--- src/hw/rtl/flow_admission_shortest_path_macros.svh ---
// Assertion macros for the flow admission router RTL, used by fap_dp.
// Expects clk and rst_n in the scope of each use.
`ifndef FLOW_ADMISSION_SHORTEST_PATH_MACROS_SVH
`define FLOW_ADMISSION_SHORTEST_PATH_MACROS_SVH

// same-cycle implication, held off during reset
`define FAP_ASSERT_IMPL(label, ante, cons, msg) \
  label: assert property (@(posedge clk) disable iff (!rst_n) (ante) |-> (cons)) \
    else $error(msg);

// next-cycle implication, held off during reset
`define FAP_ASSERT_NEXT(label, ante, cons, msg) \
  label: assert property (@(posedge clk) disable iff (!rst_n) (ante) |=> (cons)) \
    else $error(msg);

`endif

--- src/hw/rtl/fap_pkg.sv ---
// Shared types and constants of the flow admission router.
// No dependencies.
`timescale 1ns / 1ps
`default_nettype none

package fap_pkg;

  localparam int NODES       = 32;
  localparam int NW          = 5;
  localparam int NCW         = 6;
  localparam int LINKS       = 64;
  localparam int LW          = 6;
  localparam int ADJ_W       = 7;
  localparam int ADJ_DEPTH   = NODES * NODES;
  localparam int ADJ_AW      = 10;
  localparam int AMT_W       = 16;
  localparam int TAG_W       = 16;
  localparam int DIST_W      = 40;
  localparam int COST_W      = 33;
  localparam int QUO_W       = 32;
  localparam int TOTAL_W     = 32;
  localparam int COUNT_W     = 16;
  localparam int MAX_RES     = 32;
  localparam int LEN_W       = 6;
  localparam int KW          = 5;
  localparam int LINK_WORD_W = AMT_W + AMT_W + COST_W;
  localparam int IN_DATA_W   = 48;
  localparam int OUT_DATA_W  = 72;

  localparam logic [DIST_W-1:0] DIST_INF = {DIST_W{1'b1}};
  localparam logic [DIST_W-1:0] DIST_MAX = {{(DIST_W-1){1'b1}}, 1'b0};
  localparam logic [COST_W-1:0] COST_UNUSABLE = {1'b1, {QUO_W{1'b0}}};

  typedef enum logic [2:0] {
    ST_STORED         = 3'd0,
    ST_ACCEPTED       = 3'd1,
    ST_OVER_CAP       = 3'd2,
    ST_UNREACHABLE    = 3'd3,
    ST_QUEUE_OVERFLOW = 3'd4
  } fap_status_t;

  typedef enum logic [4:0] {
    S_CLEAR, S_IDLE, S_STORE_AB, S_STORE_BA, S_ROUTE_INIT, S_POP, S_POP_WAIT,
    S_SCAN, S_SCAN_ADJ, S_SCAN_COST, S_PATH_WALK, S_CHK_ADJ, S_CHK_LINK,
    S_CHK_CMP, S_UPD_ADJ, S_UPD_LINK, S_UPD_CALC, S_UPD_DIV, S_UPD_WRITE,
    S_TOTALS, S_EMIT_PATH, S_FINAL
  } fap_state_t;

  typedef enum logic [4:0] {
    OP_NONE, OP_CLEAR_STEP, OP_CAPTURE, OP_STORE_AB, OP_STORE_BA,
    OP_ROUTE_INIT, OP_POP_LATCH, OP_NEXT_VISIT, OP_SCAN_READ, OP_SCAN_SKIP,
    OP_RELAX, OP_WALK_INIT, OP_WALK, OP_WALK_SRC, OP_WALK_STEP,
    OP_WALK_RESTART, OP_UPD_CALC, OP_UPD_WRITE, OP_TOTALS, OP_EMIT_PATH,
    OP_EMIT_FINAL
  } fap_op_t;

  typedef struct packed {
    fap_op_t     op;
    fap_status_t code;
  } fap_cmd_t;

  typedef struct packed {
    logic clr_done;
    logic ends_bad;
    logic queue_empty;
    logic dst_unreached;
    logic scan_done;
    logic adj_absent;
    logic skip_link;
    logic queue_full;
    logic walk_at_src;
    logic walk_too_long;
    logic over_cap;
    logic cap_full;
    logic div_busy;
    logic out_free;
    logic emit_last;
  } fap_stat_t;

endpackage

`default_nettype wire

--- src/hw/rtl/fap_ctrl.sv ---
// Controller state machine: sequences link stores, the queue search, path walk, path checks, load updates and output.
// Depends on fap_pkg.
`timescale 1ns / 1ps
`default_nettype none

module fap_ctrl import fap_pkg::*; (
  input  wire logic      clk,
  input  wire logic      rst_n,
  input  wire logic      in_tvalid,
  input  wire logic      in_tuser,
  output logic           in_tready,
  input  wire fap_stat_t stat,
  output fap_cmd_t       cmd
);

  fap_state_t  state_r, state_nxt;
  fap_status_t code_r, code_nxt;

  always_comb begin
    state_nxt = state_r;
    code_nxt  = code_r;
    unique case (state_r)
      S_CLEAR:      if (stat.clr_done) state_nxt = S_IDLE;
      S_IDLE:       if (in_tvalid) state_nxt = in_tuser ? S_ROUTE_INIT : S_STORE_AB;
      S_STORE_AB:   state_nxt = S_STORE_BA;
      S_STORE_BA: begin
        code_nxt  = ST_STORED;
        state_nxt = S_FINAL;
      end
      S_ROUTE_INIT: begin
        if (stat.ends_bad) begin
          code_nxt  = ST_UNREACHABLE;
          state_nxt = S_FINAL;
        end else begin
          state_nxt = S_POP;
        end
      end
      S_POP: begin
        if (!stat.queue_empty) begin
          state_nxt = S_POP_WAIT;
        end else if (stat.dst_unreached) begin
          code_nxt  = ST_UNREACHABLE;
          state_nxt = S_FINAL;
        end else begin
          state_nxt = S_PATH_WALK;
        end
      end
      S_POP_WAIT:   state_nxt = S_SCAN;
      S_SCAN:       state_nxt = stat.scan_done ? S_POP : S_SCAN_ADJ;
      S_SCAN_ADJ:   state_nxt = stat.adj_absent ? S_SCAN : S_SCAN_COST;
      S_SCAN_COST: begin
        if (!stat.skip_link && stat.queue_full) begin
          code_nxt  = ST_QUEUE_OVERFLOW;
          state_nxt = S_FINAL;
        end else begin
          state_nxt = S_SCAN;
        end
      end
      S_PATH_WALK: begin
        if (stat.walk_at_src) begin
          state_nxt = S_CHK_ADJ;
        end else if (stat.walk_too_long) begin
          code_nxt  = ST_UNREACHABLE;
          state_nxt = S_FINAL;
        end
      end
      S_CHK_ADJ:    state_nxt = stat.walk_at_src ? S_UPD_ADJ : S_CHK_LINK;
      S_CHK_LINK:   state_nxt = S_CHK_CMP;
      S_CHK_CMP: begin
        if (stat.over_cap) begin
          code_nxt  = ST_OVER_CAP;
          state_nxt = S_FINAL;
        end else begin
          state_nxt = S_CHK_ADJ;
        end
      end
      S_UPD_ADJ:    state_nxt = stat.walk_at_src ? S_TOTALS : S_UPD_LINK;
      S_UPD_LINK:   state_nxt = S_UPD_CALC;
      S_UPD_CALC:   state_nxt = stat.cap_full ? S_UPD_WRITE : S_UPD_DIV;
      S_UPD_DIV:    if (!stat.div_busy) state_nxt = S_UPD_WRITE;
      S_UPD_WRITE:  state_nxt = S_UPD_ADJ;
      S_TOTALS:     state_nxt = S_EMIT_PATH;
      S_EMIT_PATH:  if (stat.out_free && stat.emit_last) state_nxt = S_IDLE;
      S_FINAL:      if (stat.out_free) state_nxt = S_IDLE;
      default:      state_nxt = S_CLEAR;
    endcase
  end

  always_comb begin
    cmd.op    = OP_NONE;
    cmd.code  = code_r;
    in_tready = 1'b0;
    unique case (state_r)
      S_CLEAR:      cmd.op = OP_CLEAR_STEP;
      S_IDLE: begin
        in_tready = 1'b1;
        if (in_tvalid) cmd.op = OP_CAPTURE;
      end
      S_STORE_AB:   cmd.op = OP_STORE_AB;
      S_STORE_BA:   cmd.op = OP_STORE_BA;
      S_ROUTE_INIT: if (!stat.ends_bad) cmd.op = OP_ROUTE_INIT;
      S_POP:        if (stat.queue_empty && !stat.dst_unreached) cmd.op = OP_WALK_INIT;
      S_POP_WAIT:   cmd.op = OP_POP_LATCH;
      S_SCAN:       cmd.op = stat.scan_done ? OP_NEXT_VISIT : OP_SCAN_READ;
      S_SCAN_ADJ:   if (stat.adj_absent) cmd.op = OP_SCAN_SKIP;
      S_SCAN_COST: begin
        if (stat.skip_link) cmd.op = OP_SCAN_SKIP;
        else if (!stat.queue_full) cmd.op = OP_RELAX;
      end
      S_PATH_WALK: begin
        if (stat.walk_at_src) cmd.op = OP_WALK_SRC;
        else if (!stat.walk_too_long) cmd.op = OP_WALK;
      end
      S_CHK_ADJ:    if (stat.walk_at_src) cmd.op = OP_WALK_RESTART;
      S_CHK_LINK:   cmd.op = OP_NONE;
      S_CHK_CMP:    if (!stat.over_cap) cmd.op = OP_WALK_STEP;
      S_UPD_ADJ:    cmd.op = OP_NONE;
      S_UPD_LINK:   cmd.op = OP_NONE;
      S_UPD_CALC:   cmd.op = OP_UPD_CALC;
      S_UPD_DIV:    cmd.op = OP_NONE;
      S_UPD_WRITE:  cmd.op = OP_UPD_WRITE;
      S_TOTALS:     cmd.op = OP_TOTALS;
      S_EMIT_PATH:  if (stat.out_free) cmd.op = OP_EMIT_PATH;
      S_FINAL:      if (stat.out_free) cmd.op = OP_EMIT_FINAL;
      default:      cmd.op = OP_NONE;
    endcase
  end

  always_ff @(posedge clk) begin
    if (!rst_n) begin
      state_r <= S_CLEAR;
      code_r  <= ST_STORED;
    end else begin
      state_r <= state_nxt;
      code_r  <= code_nxt;
    end
  end

endmodule

`default_nettype wire

--- config.mk ---
export PLATFORM = sky130hd
export DESIGN_NAME = fap_ctrl
export DESIGN_NICKNAME = d
export VERILOG_FILES = /design/src/hw/rtl/flow_admission_shortest_path_macros.svh /design/src/hw/rtl/fap_pkg.sv /design/src/hw/rtl/fap_ctrl.sv
export SDC_FILE = /design/constraint.sdc
export NUM_CORES = 1
export LEC_CHECK = 0
export BUFFER_PORTS_ARGS = -buffer_cell sky130_fd_sc_hd__buf_2
export CORE_MARGIN = 5
export CORE_UTILIZATION = 58
export CTS_BUF_LIST = sky130_fd_sc_hd__clkbuf_16
export DETAILED_ROUTE_END_ITERATION = 10
export GPL_TIMING_DRIVEN = 0
export HOLD_SLACK_MARGIN = 0.12
export PLACE_DENSITY_LB_ADDON = 0.05
export SLEW_MARGIN = 15
export SYNTH_ARGS = -nofsm -noshare
export SYNTH_HDL_FRONTEND = slang
export SYNTH_SLANG_ARGS = --single-unit
--- constraint.sdc ---
create_clock -name clk -period 3 [get_ports clk]
set_clock_uncertainty 0.2 [all_clocks]
set_input_delay 0 -clock clk [delete_from_list [all_inputs] [get_ports clk]]
set_output_delay 0 -clock clk [all_outputs]
set_load 0.01 [all_outputs]
# == Word level (Yosys, flattened, before mapping) ==
# Cells that the tools add are included.
# classes
order_cmp,0
n_eq_ne,34
n_mul,0
div_mod_pow,0
n_bitwise,0
mux,42
n_addsub,0
n_reduce_logical,9
shift,0
# op_table
op,n
5-bit one-hot mux with 22 select lines,1
5-bit one-hot mux with 18 select lines,1
5-bit 2-to-1 mux,15
4-bit 2-to-1 mux,11
"5-bit by 4-bit equality test with 1-bit output, second input constant",8
"5-bit equality test, second input constant",6
3-bit 2-to-1 mux,9
"2-bit != test, second input constant",12
"5-bit by 3-bit equality test with 1-bit output, second input constant",4
3-bit one-hot mux with 6 select lines,1
"5-bit by 2-bit equality test with 1-bit output, second input constant",2
8-bit AND reduction,1
2-bit 2-to-1 mux,3
6-bit AND reduction,1
6-bit nonzero test,1
"5-bit by 1-bit equality test with 1-bit output, second input constant",1
5-bit logical NOT,1
1-bit logical AND,3
"3-bit != test, second input constant",1
1-bit logical NOT,2
1-bit 2-to-1 mux,1
# totals
ff_bits,8
ram_bits,0
elab_cells,87
in_bits,19
out_inout_bits,9
romBits,0
latch_bits,0
mem_count,0

# == Logic depth before layout (Yosys ltp) ==
# depth
depth_word,4
depth_mapped,8
depth_no_buf,5

# == Worst setup path after synthesis ==
# Ideal clock, no wire load.
# synth_path
path_type,register to output
start,register state_r[2]
end,output cmd[7] (netlist bit)
n_path_buf,3
arrival_time_ns,1.790
slack_ns,1.010
required_ns,2.800
path_stages_with_launch,6
path_cell_list,dfxtp_1 > clkbuf_1 > buf_2 > buf_1 > nor2_1 > a2111oi_0
# synth_rtl
element,line,rtl
start: declaration,fap_ctrl.sv:16,"fap_state_t state_r, state_nxt;"
start signal: assignment,fap_ctrl.sv:134,state_r <= state_nxt;
end: declaration,fap_ctrl.sv:13,output fap_cmd_t cmd

# == Worst setup path in the final report ==
# layout_path
start,register state_r[0]
end,register state_r[0]
# layout_via
elab_chain_cells,3
elab_cells_between_ends,30
classes_between,eq/ne (27); mux (1); reduce/logical (2)
# layout_rtl
element,line,rtl
5-bit by 4-bit equality test with 1-bit output (tied with other cells),fap_ctrl.sv:22,unique case (state_r)
3-bit != test (no line) / 2-bit != test (equally long branches),n/a,
6-bit AND reduction (no line),n/a,
# Several ways; a longest one is shown, not always the timed one.
# A chain may end at the register's enable or synchronous reset.

==> key figures <==
Power and ir drop
  • Internal: 642.8 uW
  • Pwr dens: 822.2 mW/mm^2
  • Pleak: 0.6280 nW
  • Sw frac: 47.88%
  • Flop pwr share: 12.3%
  • Maximum vdd drop: 703.6 uV
  • Combinational Power Share: 69.5%
  • Psw: 590.6 uW
  • Power share of the clock group: 18.2%

Global route
  • Largest net degree at the start of global routing: 11
  • Gr busiest metal: met2
  • Met1 GRT Util: 41.98%
  • Grt met3 use: 5.177%
  • First-pass GRT wire length: 7224 um
  • GR Layer Usage met2: 51.77%
  • Total GRT Usage: 33.24%
  • Grt total ovfl: 0
  • Vias in the first global route: 1533
  • Initial antenna violation count: 0

Synth
  • Xor/xnor share of the synthesized area: 0%
  • Gate Count Post-Synth: 173
  • Complex-gate fraction of the synthesized area: 30.29%
  • Synth warn: 0
  • FF+latch count, synth: 8
  • Syn nets: 192
  • Post-Synth Adder-Cell Area: 0%
  • Yosys cell types: 52
  • Synth Flop Type: dfxtp_1
  • Avg Cell Area, Syn: 6.733 um^2
  • Ys async rst share: 0%
  • Largest family of logic cells by synthesized area: simple AND/OR/NAND/NOR gates
  • Mux contribution to synthesized area: 3.437%
  • Synth Area in Simple Gates: 44.90%
  • Register area share after synthesis: 13.75%
  • Post-synth EDFFs: 0
  • Post-Syn Area: 0.001165 mm^2

Layout
  • Footprint of the multi-input gates: 919.6 um^2
  • Area grow syn2layout: 28.79%
  • Share of cells above drive strength 1: 21.80%
  • Final Util: 77.26%
  • Filler Cell Count: 152
  • Number of diodes: 0
  • Register Area: 160.2 um^2
  • Final layout net count: 232

Critical path
  • Critical path destination: state_r[0]
  • Worst setup EP type: flip-flop
  • Crit-path slowest cell: dlygate4sd3_1
  • R2r endpoint: state_r[0]
  • CP Cell Sequence: buf_2 > buf_2 > nor3b_1 > o311a_1 > nand2_1 > dlygate4sd3_1 > o21ai_1 > dlygate4sd3_1
  • Worst-path fanout max: 10
  • Flop2flop setup slack: 170 ps
  • Setup crit start: state_r[0]
  • CP Data Required Time: 2970 ps
  • Worst Path Arrival: 2800 ps
  • R2R Path Start: state_r[0]
  • CP Class: flip-flop to flip-flop
  • R2r worst-path depth: 8
  • Startpoint Class: flip-flop
  • Slowest stage delay, CP: 570 ps

Clock tree
  • Num Clock Sinks: 8
  • CTS tree: yes
  • Clock transition at path regs: 40 ps
  • Clock root cell: clkbuf_16
  • CTS HTree Levels: 1
  • CTS Buf Count: 3
  • CTS Buffer Depth: 2
  • Clk_lat worst skew: 230 ps
  • Post-CTS Repair Setup Buffers: 0

Route
  • Total wire length: 4516 um
  • DRT antenna net count: 0
  • Via count: 1664
  • Initial DRC count: 137
  • Drt drc: 0
  • Drt pass-1 iters: 7
  • WL/cell: 18.97 um
  • Vias per inst: 6.992

Timing
  • Slew Limit Fails: 0
  • Fin. Hold Viols: 0
  • Fin crit period: 2828 ps
  • RSZ-0062 raised after global routing: false
  • F_max: 0.3537 GHz
  • Worst Tran Pin Value: 636.8 ps
  • Final TNS setup: 0 ps
  • Final setup violation count: 0
  • Crit share post-route: 94.25%
  • Worst rel slew slack: 57.46%

Die
  • Die width: 54.82 um
  • Initial Util: 59.99%
  • Die height: 54.82 um
  • Row Count: 16
  • Placeable Area: 0.001942 mm^2
  • I/O pins: 28
  • DIE AREA: 0.003005 mm^2

Placed design
  • Detail Placement HPWL: 3087 um
  • Count of input and output buffers: 26
  • Gpl congestion: 1.063

Hold path
  • Hold Crit Depth: 5
  • Hold Crit Class: input pin to flip-flop

Status
  • Outcome: finished clean

Run
  • # Max-Cap Violations: 0
-- per-stage QoR --
stage / power [mW] / hold slack, ps / setup WS (ps) / cell area (um^2) / instances
detailed placement: 0.9248 / 146.2 / 581.6 / 1329 / 226
floorplan: 0.7205 / -15.54 / 1010 / 1165 / 173
CTS: 1.179 / 135.6 / 238.2 / 1494 / 238
global route: 1.310 / 172.7 / 35.76 / 1500 / 238
finish: 1.233 / 146.7 / 172.5 / 1500 / 238
global placement: 0.9129 / 140.5 / 591.6 / 1329 / 226
-- cells in the final DEF, fill, tap and decap left out, drive strengths merged, types with 3 or more instances in the layout --
| master | instances |
|---|---|
| buf | 35 |
| nand2 | 18 |
| nand3 | 13 |
| nand2b | 11 |
| nor2 | 10 |
| o21ai | 10 |
| dlygate4sd3 | 9 |
| clkbuf | 9 |
| nor2b | 8 |
| dfxtp | 8 |
| nor3 | 7 |
| a21oi | 6 |
| inv | 6 |
| nor3b | 5 |
| mux2i | 4 |
| a32oi | 3 |
| nand3b | 3 |
| or4 | 3 |
-- cells in the mapped netlist (all sizes together) (3+ instances only) --
library cell / count / share of area, %
nand3b: 3 / 1.9
buf: 11 / 4.4
nor3b: 5 / 3.2
nor2b: 8 / 4.3
or4: 3 / 2.3
a32oi: 3 / 2.3
o21ai: 10 / 4.3
dfxtp: 8 / 14
nor3: 7 / 3.0
nand2b: 11 / 5.9
nor2: 10 / 3.2
nand3: 13 / 5.6
mux2i: 4 / 3.4
inv: 6 / 1.9
clkbuf: 4 / 1.3
a21oi: 6 / 2.6
nand2: 18 / 5.8
-- state kept, by name (all words and copies together) (netlist names) --
register  count
state_r       5
code_r        3
-- power groups by stage --
stage / sequential (mW) / combinational [mW] / clock, mW
final: 0.152 / 0.857 / 0.225
after global routing: 0.152 / 0.925 / 0.233
after global placement: 0.147 / 0.766 / 0
after detailed placement: 0.149 / 0.775 / 0
after floorplan: 0.144 / 0.577 / 0
after CTS: 0.148 / 0.808 / 0.223
-- layer usage --
metal	up-vias	share of wire, %
li1	730	-
met1	744	38
met2	152	43
met3	38	13
met4	0	6.2
met5	-	0
-- critical path: cells and delay by family, from the launching register on --
family / cells / cell delay, ps
flops: 1 / 310
simple gates: 2 / 330
compound gates: 2 / 330
buf+inv: 4 / 1600
-- cells by family (layout without fill, tap and decap cells) --
kind of cell           Yosys count  after routing
DFF                              8              8
and+or+nand+nor                 91             91
muxes                            4              4
buffers and inverters           21             59
AOI/OAI and AO/OA               49             49
-- what timing repair did --
action                                 in CTS  in global routing
endpoints found under the hold margin       8                  0
gates resized for setup                     0                  3
setup endpoints to repair                   0                  1
hold buffers                                9                  0
-- layout make-up --
cell class	count	share of cell area (%)
clock buffer	3	5.004
inverter	6	1.501
sequential	8	10.68
multi-input combinational	144	61.30
buffer	15	4.587
timing repair buffer	35	14.68
tap	27	2.252
-- worst min path at each step --
stage / from / end / slack (ps)
4_1_cts: stat[5] / state_r[1] / 140
5_1_grt: stat[3] / state_r[1] / 170
2_1_floorplan: stat[8] / code_r[2] / -20
3_5_place_dp: stat[8] / code_r[2] / 150
3_3_place_gp: stat[8] / code_r[2] / 140
6_report: stat[3] / state_r[1] / 150
Power figures use the tool's default switching activity.
